===== config.mk =====
export PLATFORM = sky130hd
export DESIGN_NAME = osm_cell
export DESIGN_NICKNAME = d
export VERILOG_FILES = /design/src/sv/osm_pkg.sv /design/src/sv/osm_cell.sv
export SDC_FILE = /design/constraint.sdc
export NUM_CORES = 1
export LEC_CHECK = 0
export ABC_AREA = 1
export BUFFER_PORTS_ARGS = -buffer_cell sky130_fd_sc_hd__buf_2
export CELL_PAD_IN_SITES_DETAIL_PLACEMENT = 0
export CELL_PAD_IN_SITES_GLOBAL_PLACEMENT = 2
export CORE_MARGIN = 1.5
export CORE_UTILIZATION = 24
export CTS_CLUSTER_SIZE = 24
export DETAILED_ROUTE_END_ITERATION = 8
export GPL_ROUTABILITY_DRIVEN = 1
export GPL_TIMING_DRIVEN = 1
export PLACE_DENSITY = 0.93
export SLEW_MARGIN = 20
export SYNTH_ARGS = -nofsm -noshare
export SYNTH_HDL_FRONTEND = slang
export SYNTH_SLANG_ARGS = --single-unit

===== constraint.sdc =====
create_clock -name clk_i -period 7.9 [get_ports clk_i]
set_input_delay 0.395 -clock clk_i [delete_from_list [all_inputs] [get_ports clk_i]]
set_output_delay 0.395 -clock clk_i [all_outputs]
set_load 0.02 [all_outputs]

===== src/sv/osm_pkg.sv =====
// ----------------------------------------------------------------------------
// osm_pkg: shared types for the order statistic multiset
// Request and response formats, status codes, state encoding and helpers
// that size the reduction tree.
// ----------------------------------------------------------------------------
package osm_pkg;

  localparam int unsigned OSM_CAPACITY = 1024;
  localparam int unsigned OSM_FANIN    = 32;

  typedef enum logic [1:0] {
    REQ_INSERT = 2'd0,
    REQ_ERASE  = 2'd1,
    REQ_QUERY  = 2'd2,
    REQ_NOP    = 2'd3
  } osm_req_type_e;

  typedef enum logic [1:0] {
    ST_OK     = 2'd0,
    ST_FULL   = 2'd1,
    ST_RANGE  = 2'd2,
    ST_ABSENT = 2'd3
  } osm_status_e;

  typedef enum logic [1:0] {
    S_IDLE,
    S_SCAN,
    S_FINISH
  } osm_state_e;

  typedef struct packed {
    logic [1:0]         req_type;
    logic signed [31:0] item_value;
    logic [10:0]        rank;
  } osm_req_t;

  typedef struct packed {
    logic signed [31:0] result_value;
    logic [1:0]         status;
    logic [10:0]        entry_count;
  } osm_rsp_t;

  // Control shared by every cell of the row.
  typedef struct packed {
    logic               ins_commit;
    logic               del_commit;
    logic               erase_mode;
    logic               target_en;
    logic signed [31:0] value;
  } osm_cell_ctrl_t;

  function automatic int osm_pow(input int base, input int expo);
    int r;
    r = 1;
    for (int k = 0; k < expo; k++) r = r * base;
    return r;
  endfunction

  // Number of registered levels needed to reduce n leaves.
  function automatic int osm_tree_levels(input int n, input int fan);
    longint cap;
    int     lv;
    cap = fan;
    lv  = 1;
    for (int k = 0; k < 32; k++) begin
      if (cap < n) begin
        cap = cap * fan;
        lv  = lv + 1;
      end
    end
    return lv;
  endfunction

  // Start of level l (1..levels) in the flat node array.
  function automatic int osm_node_offset(input int levels, input int fan, input int l);
    int off;
    off = 0;
    for (int k = 1; k < l; k++) off = off + osm_pow(fan, levels - k);
    return off;
  endfunction

endpackage


===== src/sv/osm_cell.sv =====
// ----------------------------------------------------------------------------
// osm_cell: one slot of the sorted row
// Holds one value, compares it with the request and takes its new value
// from itself, the request or a neighbor when the row inserts or erases.
// ----------------------------------------------------------------------------
module osm_cell #(
  parameter int unsigned CAPACITY = osm_pkg::OSM_CAPACITY,
  localparam int CntW = $clog2(CAPACITY + 1),
  localparam int IdxW = $clog2(CAPACITY)
) (
  input  logic                   clk_i,
  input  osm_pkg::osm_cell_ctrl_t ctrl_i,
  input  logic [IdxW-1:0]        idx_i,
  input  logic [CntW-1:0]        count_i,
  input  logic [CntW-1:0]        target_i,
  input  logic signed [31:0]     left_val_i,
  input  logic                   left_gt_i,
  input  logic                   left_ge_i,
  input  logic signed [31:0]     right_val_i,
  output logic signed [31:0]     val_o,
  output logic                   gt_o,
  output logic                   ge_o,
  output logic                   leaf_hit_o,
  output logic signed [31:0]     leaf_val_o
);
  import osm_pkg::*;

  logic signed [31:0] val_q, val_d;
  logic [CntW-1:0]    idx_ext;
  logic               in_range;
  logic               hit;

  assign idx_ext  = CntW'(idx_i);
  assign in_range = idx_ext < count_i;
  assign gt_o     = in_range && (val_q > ctrl_i.value);
  assign ge_o     = in_range && (val_q >= ctrl_i.value);
  assign val_o    = val_q;

  // For an erase the first cell at or above the value is the only candidate.
  always_comb begin
    if (ctrl_i.erase_mode) begin
      hit = ge_o && !left_ge_i && (val_q == ctrl_i.value);
    end else begin
      hit = ctrl_i.target_en && in_range && (idx_ext == target_i);
    end
  end

  assign leaf_hit_o = hit;
  assign leaf_val_o = hit ? val_q : 32'sd0;

  always_comb begin
    val_d = val_q;
    if (ctrl_i.ins_commit) begin
      if (left_gt_i) begin
        val_d = left_val_i;
      end else if (gt_o || idx_ext == count_i) begin
        val_d = ctrl_i.value;
      end
    end else if (ctrl_i.del_commit && ge_o) begin
      val_d = right_val_i;
    end
  end

  always_ff @(posedge clk_i) begin
    val_q <= val_d;
  end

endmodule


# Word-level counts from Yosys, hierarchy flattened
# Index checks and enable logic that the tools add are counted.
op_classes:
  eq_ne: 4
  magnitude_cmp: 3
  mux: 6
  reduce_logical: 11
op_table:
  columns: ["cell", "n"]
  rows:
  - ["32-bit 2-to-1 mux", 5]
  - ["32-bit equality test", 1]
  - ["32-bit >= comparator", 1]
  - ["32-bit greater-than comparator", 1]
  - ["10-bit by 11-bit equality test with 1-bit output", 2]
  - ["10-bit by 11-bit < comparator with 1-bit output", 1]
  - ["1-bit logical AND", 7]
  - ["3-bit by 1-bit != test with 1-bit output (second input constant)", 1]
  - ["2-bit AND reduction", 1]
  - ["2-bit nonzero test", 1]
  - ["1-bit logical NOT", 1]
  - ["1-bit logical OR", 1]
  - ["1-bit 2-to-1 mux", 1]
word_totals:
  regBits: 32
  wordCells: 25
  input_bits: 135

# Logic depth before layout (Yosys ltp)
# Gate-level depths: netlist (run 1).
logic_depth:
  depth_word: 6
  depth_mapped: 19
  depth_no_buf: 19

# Worst setup path after synthesis (run 1)
# Ideal clock, no wire load.
synth_path:
  path_type: "register to register"
  start: "register val_q[31], in the netlist val_o[31]"
  end: "register val_q[0], in the netlist val_o[0] (enable)"
  required_time_ns: 7.513
  path_buffers: 0
  arrival_ns: 2.404
  path_slack_ns: 5.110
  path_stages_with_launch: 14
  cell_sequence: "edfxtp_1 > ha_1 > nand2_2 > nor2_2 > nand2_2 > nor3b_1 > nand2_1 > nand2_1 > nand2_1 > nand3_1 > nand3_1 > nand2_1 > nand2_1 > inv_1"
synth_between:
  elab_chain_len: 5
  elab_cells_between_ends: 9
  cone_classes: "order compare: 2; eq/ne: 1; reduce/logical: 6"
synth_rtl:
  columns: ["item", "line", "text"]
  rows:
  - ["start: declaration", "osm_cell.sv:28", "logic signed [31:0] val_q, val_d;"]
  - ["start signal: assignment", "osm_cell.sv:65", "val_q <= val_d;"]
  - ["32-bit greater-than comparator or 32-bit >= comparator (tied branches)", "osm_cell.sv:35, osm_cell.sv:36", null]
  - ["1-bit logical AND, on equally long branches", "osm_cell.sv:35, osm_cell.sv:36", null]
  - ["1-bit logical OR or 1-bit logical AND (tied branches)", "osm_cell.sv:56, osm_cell.sv:59", null]
  - ["3-bit by 1-bit != test with 1-bit output (no line) or 2-bit nonzero test (tied branches)", null, null]
  - ["2-bit AND reduction (no line) (*)", null, null]
# Mark *: on every way between the ends. The rest lies on a longest branch, timed or not.
# A chain may end at the register's enable or synchronous reset.

# Final worst setup path (run 1)
layout_path:
  start: "register val_q[31], in the netlist val_o[31]"
  end: "output port leaf_val_o[0]"
layout_between:
  elab_chain_len: 6
  elab_cells_between_ends: 7
  cone_classes: "order compare: 1; eq/ne: 1; mux: 2; reduce/logical: 3"
layout_rtl:
  columns: ["item", "line", "text"]
  rows:
  - ["32-bit >= comparator", "osm_cell.sv:36", "assign ge_o = in_range && (val_q >= ctrl_i.value);"]
  - ["1-bit logical AND", "osm_cell.sv:36", null]
  - ["1-bit logical AND", "osm_cell.sv:42", "hit = ge_o && !left_ge_i && (val_q == ctrl_i.value);"]
  - ["1-bit logical AND (*)", "osm_cell.sv:42", null]
  - ["1-bit 2-to-1 mux (*)", "osm_cell.sv:41", "if (ctrl_i.erase_mode) begin"]
  - ["32-bit 2-to-1 mux (*)", "osm_cell.sv:49", "assign leaf_val_o = hit ? val_q : 32'sd0;"]
  - ["end: declaration", "osm_cell.sv:24", "output logic signed [31:0] leaf_val_o"]
# Marks and branches as above.

==> results of run 1 <==
## metal layers
layer	global-route usage	up-vias	part of all wire
met5	0	-	0
met4	0.02802	0	0.0054
met3	0.02721	6	0.065
met2	0.2531	136	0.49
met1	0.1756	1592	0.44
li1	-	1901	-
## through the flow
stage	cell area [um2]	power (mW)
after floorplan	3480	0.3921
after global placement	4628	0.4904
after detailed placement	4628	0.4943
after CTS	4792	0.7238
after global routing	4792	0.7649
final	4792	0.7074
## power by group
part / switching [mW] / internal [mW] / leakage, nW
Sequential: 0.0187 / 0.219 / 0.316
Combinational: 0.155 / 0.0934 / 2.23
Clock: 0.0731 / 0.148 / 0.0808
## worst max-delay path: stages (launching register included)
cell and delay [ns]:
edfxtp_1 0.42, ha_1 0.42, nand2_2 0.09, nor2_2 0.16, nand2_2 0.09, inv_2 0.07
nand3_2 0.08, nor2_2 0.14, nand4_1 0.12, nand2_2 0.14, inv_4 0.29, nor2_1 0.18
buf_2 0.19
## cells in the mapped netlist, types with 2 or more instances
cell,count
a21oi_1,19
buf_1,3
buf_12,3
clkbuf_1,9
edfxtp_1,32
ha_1,42
inv_1,96
nand2_1,83
nand2_2,3
nand3_1,8
nand4_1,6
nor2_1,46
nor2_2,2
nor2_4,30
o21a_1,2
o21ai_0,68
xnor2_1,5
## worst paths after layout
check	startpoint	end	slack [ns]	cells past startpoint
setup / recovery	val_o[31]$_DFFE_PP_	leaf_val_o[0]	4.83	12
hold / removal	right_val_i[27]	val_o[27]$_DFFE_PP_	0.40	3
setup reg to reg	val_o[31]$_DFFE_PP_	val_o[0]$_DFFE_PP_	4.87	14
hold reg to reg	val_o[31]$_DFFE_PP_	val_o[29]$_DFFE_PP_	1.33	6
## cell type report
class,instances,area (um2)
well taps,180,225.2
fillers,1504,9250
clock buffers,6,128.9
clock inverters,2,35.03
repair buffers,204,1028
flip-flops and latches,32,960.9
multi-input cells,326,2043
inverters,98,370.4
## cell families (layout without fill, tap and decap cells)
| group | after synthesis | count (layout) | synth area share |
|---|---|---|---|
| AO/OA/AOI/OAI | 95 | 95 | 0.1424 |
| AND/OR/NAND/NOR | 183 | 183 | 0.2787 |
| adder cells (fa/ha/maj) | 42 | 42 | 0.1510 |
| flip-flops | 32 | 32 | 0.2762 |
| buffers and inverters | 113 | 310 | 0.1366 |
| XOR/XNOR | 6 | 6 | 0.01510 |
==> metrics.md, run 1 <==
| Metric | Value |
|---|---|
| Syn_nets | `648` |
| Top cell type's share of synthesized area | `0.2762` |
| Synth Warn # | `0` |
| Min cycle time layout | `approximately 3.1 ns` |
| Post-CTS setup buffers | `0` |
| Die Ht | `roughly 120 um` |
| Fmax | `0.3259 GHz` |
| Final HPWL from detailed placement | `just under 9000 um` |
| Buffers on Ports | `between 200 and 250` |
| Largest register FFs | `32` |
| Leading area contributor after synthesis | `edfxtp_1` |
| PwrDens | `~150 nW/um2` |
| Maxcap violations | `0` |
| Area contributors post-synth | `edfxtp_1 28%, ha_1 15%, inv_1 10%` |
| Area Growth Syn to Fin | `37.72%` |
| Max Slew Vio Count | `0` |
| Final Cycle Share | `0.3884` |
| Starting density of the core | `0.2478` |
| Share of layout cells above drive strength 1 | `0.3728` |
| Post-Layout Cell Count | `roughly 850` |
| DP Worst Slack | `around 4.6 ns` |
| Final Hold Viols | `0` |
| Async set-reset flop share out of synthesis | `0` |
| Most frequent cells in the layout | `201 x buf_2, 96 x inv_1, 83 x nand2_1, 68 x o21ai_0, 46 x nor2_1` |
| Final setup fails | `0` |
| CP Capture Type | `output pin` |
| Core Area | `approximately 14,000 um2` |
| Setup CP Type | `reg -> out` |
| CP max FO | `32` |
| Antenna Nets Post-Route | `0` |
| Average size of a mapped cell | `~7.4 um2` |
| Ports | `just over 200` |
| Tot GR Track Use | `0.1411` |
| Seq cells post-synth | `32` |
| DRC | `0` |
| Register area share after synthesis | `0.2762` |
| Cells after Synth | `between 400 and 500` |
| Initial antenna violation count | `0` |
| Wire per inst | `around 13 um` |
| Final net count | `between 800 and 900` |
| GPL Wtd Cong | `roughly 0.86` |
| CTS buffer count | `5` |
| Final Core Density | `0.3413` |
| Dominant synthesized flop cell | `edfxtp_1` |
| Slew @ Worst Pin | `0.8965 ns` |
| CP required | `approximately 7.5 ns` |
| Inserted Diodes | `0` |
| Vias per cell | `4.287` |
| Worst-Skew Late Latency | `about 0.28 ns` |
| Setup WS post-layout | `approximately 4.8 ns` |
| P_leak | `between 2 and 3 nW` |
| Inst Count DP | `840` |
| First-pass GRT wire length | `~17,000 um` |
| Vias | `about 3,600` |
| Distinct cells, synth | `31` |
| Critical Path AT | `around 2.7 ns` |
| Hold slack | `between 0.3 and 0.4 ns` |
| CTS tree | `built` |
| Die area | `15,230 um2` |
| RSZ-0062 raised after global routing | `false` |
| WL final | `approximately 11,000 um` |
| Row cnt | `43` |
| # hold bufs at CTS | `0` |
| Pre-antenna DRT Iters | `4` |
| Post-synth EDFFs | `32` |
| Peak supply drop | `0.09617 mV` |
| Commonest non-fill, non-tap cell in the layout | `buf_2` |
| Post-Route Skew | `between 0.005 and 0.006 ns` |
| Clock root buffer master | `clkbuf_16` |
| Hold WC Path Type | `in -> reg` |
| Mapped cell area | `3480 um2` |
| Cts repair resizes | `0` |
| Max_slew headroom | `0.4023` |
| Number of DRC markers in iteration 0 | `138` |
| Largest net degree at the start of global routing | `35` |
| CTS sink cnt | `32` |
| Chip Width | `roughly 120 um` |
| TNS Setup | `0 ns` |
| Startpoint Class | `flop` |
| Vias in the first global route | `approximately 3,500` |
| Outcome | `finished clean` |
| Gr ovfl total | `0` |
| Htree depth | `2` |
| Clk slew on worst S/H paths | `~0.05 ns` |
| CTS Buffer Depth | `2` |
Power figures use the tool's default switching activity.
==> run 2, diff against run 1 <==
- CORE_UTILIZATION: 24 -> 20
- PLACE_DENSITY: 0.93 -> 0.84
- clock period: 7.9 -> 2.8 ns (I/O delays scaled with it)
==> run 2 against run 1 <==
Flip-flop and latch count stayed put. Clock skew about the same. Largest cell class unchanged. Via count decreased by 0.55%. Worst hold slack worse by 0.26 ns. Combinational power rose to 2.9 times the previous value. Critical path depth rose by 1. Sequential share of layout area shrank 0.56 points. Critical endpoint is now leaf_val_o[13].
==> metrics.md, run 2 (synthesized netlist as in run 1, its figures left out) <==
| Metric | Value |
|---|---|
| Row cnt | `between 40 and 50` |
| Slowest stage delay, CP | `0.39 ns` |
| RSZ-0062 raised after global routing | `false` |
| Placed Instance Area | `around 4700 um2` |
| TNS Setup | `0 ns` |
| Starting density of the core | `0.2026` |
| Post-Route Skew | `between 0.005 and 0.006 ns` |
| Slew @ Worst Pin | `about 0.43 ns` |
| Core Area | `roughly 17,000 um2` |
| Final HPWL from detailed placement | `between 10,000 and 15,000 um` |
| Initial antenna violation count | `4` |
| Slowest library cell on the worst path | `edfxtp_1` |
| R2R depth | `14` |
| Most frequent cells in the layout | `201 x buf_2, 96 x inv_1, 83 x nand2_1, 68 x o21ai_0, 46 x nor2_1` |
| DP Worst Slack | `between 0.2 and 0.3 ns` |
| Final net count | `851` |
| Wire per inst | `around 13 um` |
| Fmax | `~0.38 GHz` |
| Cell mode on critical path | `nand2_2` |
| CP max FO | `16` |
| CTS tree | `built` |
| R2R Setup Slk | `around 0.32 ns` |
| Final Cycle Share | `0.9307` |
| CTS sink cnt | `32` |
| Vias in the first global route | `3,687` |
| Htree depth | `2` |
| Maxcap violations | `0` |
| Final setup fails | `0` |
| Largest net degree at the start of global routing | `33` |
| P_leak | `roughly 2.7 nW` |
| Final Hold Viols | `0` |
| Hold Path Origin | `right_val_i[12]` |
| PwrDens | `approximately 410 nW/um2` |
| Antenna Nets Post-Route | `0` |
| Vias | `~3,600` |
| Max_slew headroom | `0.7060` |
| CP cell instances | `ha_1 > nand2_2 > nor2_2 > nand2_2 > inv_2 > nand3_2 > nor2_2 > nand4_1 > nand2_2 > inv_8 > buf_12 > nor2_4 > buf_2` |
| Worst R2R End | `val_o[23]$_DFFE_PP_` |
| CP required | `approximately 2.7 ns` |
| Clock root buffer master | `clkbuf_16` |
| CTS buffer count | `5` |
| Die area | `18,200 um2` |
| Post-Layout Cell Count | `between 900 and 1,000` |
| Buffers on Ports | `~200` |
| Commonest non-fill, non-tap cell in the layout | `buf_2` |
| FF-to-FF Start | `val_o[23]$_DFFE_PP_` |
| Largest register FFs | `32` |
| GPL Wtd Cong | `approximately 0.76` |
| Buffers plus inverters on the worst setup path | `4` |
| Setup WS post-layout | `between 0.15 and 0.2 ns` |
| Final Cell Area | `between 4000 and 5000 um2` |
| Vias per cell | `4.008` |
| Setup CP Type | `reg -> out` |
| Die Ht | `134.9 um` |
| Startpoint Class | `flop` |
| Share of layout cells above drive strength 1 | `0.3793` |
| Hold Path Sink | `val_o[12]$_DFFE_PP_` |
| Inst Count DP | `890` |
| CP Capture Type | `output pin` |
| Outcome | `finished clean` |
| Number of DRC markers in iteration 0 | `roughly 130` |
| Cell family with most CP delay | `simple AND/OR/NAND/NOR gates` |
| Hold WC Path Type | `in -> reg` |
| Area Growth Syn to Fin | `41.71%` |
| Max Slew Vio Count | `0` |
| First-pass GRT wire length | `roughly 19,000 um` |
| CTS Buffer Depth | `2` |
| WHS Path Cells | `3` |
| Pre-antenna DRT Iters | `4` |
| Gr ovfl total | `0` |
| WL final | `12,110 um` |
| Chip Width | `134.9 um` |
| Min cycle time layout | `approximately 2.6 ns` |
| Ports | `202` |
| Design Power | `just over 2 mW` |
| Critical Path AT | `2.47 ns` |
| # hold bufs at CTS | `0` |
| Tot GR Track Use | `0.1328` |
| Clk slew on worst S/H paths | `0.05 ns` |
| DRC | `0` |
| Worst-Skew Late Latency | `around 0.28 ns` |
| Peak supply drop | `roughly 0.19 mV` |
## run 2: stage by stage
step / hold WS, ns / util
6_report: 0.1391 / 0.2871
2_1_floorplan: 0.3312 / -
3_3_place_gp: 0.4224 / 0.2756
5_1_grt: 0.1507 / 0.2869
3_5_place_dp: 0.4253 / 0.2756
4_1_cts: 0.1252 / 0.2852
## run 2: power breakdown
part	leakage (nW)	switching, mW	total, mW	internal (mW)
combinational	2.28	0.445	0.719	0.274
sequential	0.316	0.0556	0.673	0.618
clock	0.0809	0.201	0.619	0.418
total	2.68	0.702	2.01	1.31
## run 2: how the worst max path moves through the flow
stage | from | to | slack [ns] | cells past startpoint
floorplan | val_o[31]$_DFFE_PP_ | val_o[0]$_DFFE_PP_ | 0.01 | 13
global placement | val_o[23]$_DFFE_PP_ | val_o[12]$_DFFE_PP_ | 0.32 | 14
detailed placement | val_o[23]$_DFFE_PP_ | val_o[12]$_DFFE_PP_ | 0.25 | 14
CTS | val_o[15]$_DFFE_PP_ | leaf_val_o[23] | 0.009 | 13
global route | val_o[31]$_DFFE_PP_ | leaf_val_o[13] | 0.006 | 13
finish | val_o[31]$_DFFE_PP_ | leaf_val_o[13] | 0.19 | 13
## run 2: final cells by class
cell class                      count  area [um2]
Multi-Input combinational cell    326        2043
Fill cell                        2005       12250
Clock buffer                        6       128.9
Antenna cell                        2       5.005
Clock inverter                      2       35.03
Sequential cell                    32       960.9
Timing Repair Buffer              211        1101
Tap cell                          225       281.5
Inverter                           98       375.4
## run 2: repair_timing
item | 4_1_cts | 5_1_grt
setup buffers | 0 | 2
setup endpoints to repair | 0 | 20
resized for setup | 0 | 4
## run 2: tightest hold or removal path: cells and delay by family
family	cells	cell delay, ns
AOI/OAI and AO/OA	1	0.06
buffers and inverters	1	0.07
and+or+nand+nor	1	0.04
## run 2: metal layers
metal,share of wire,GRT usage,up-vias
li1,-,-,1913
met1,0.42,0.1546,1566
met2,0.50,0.2399,123
met3,0.071,0.03341,11
met4,0.014,0.03823,2
met5,0.0013,0,-
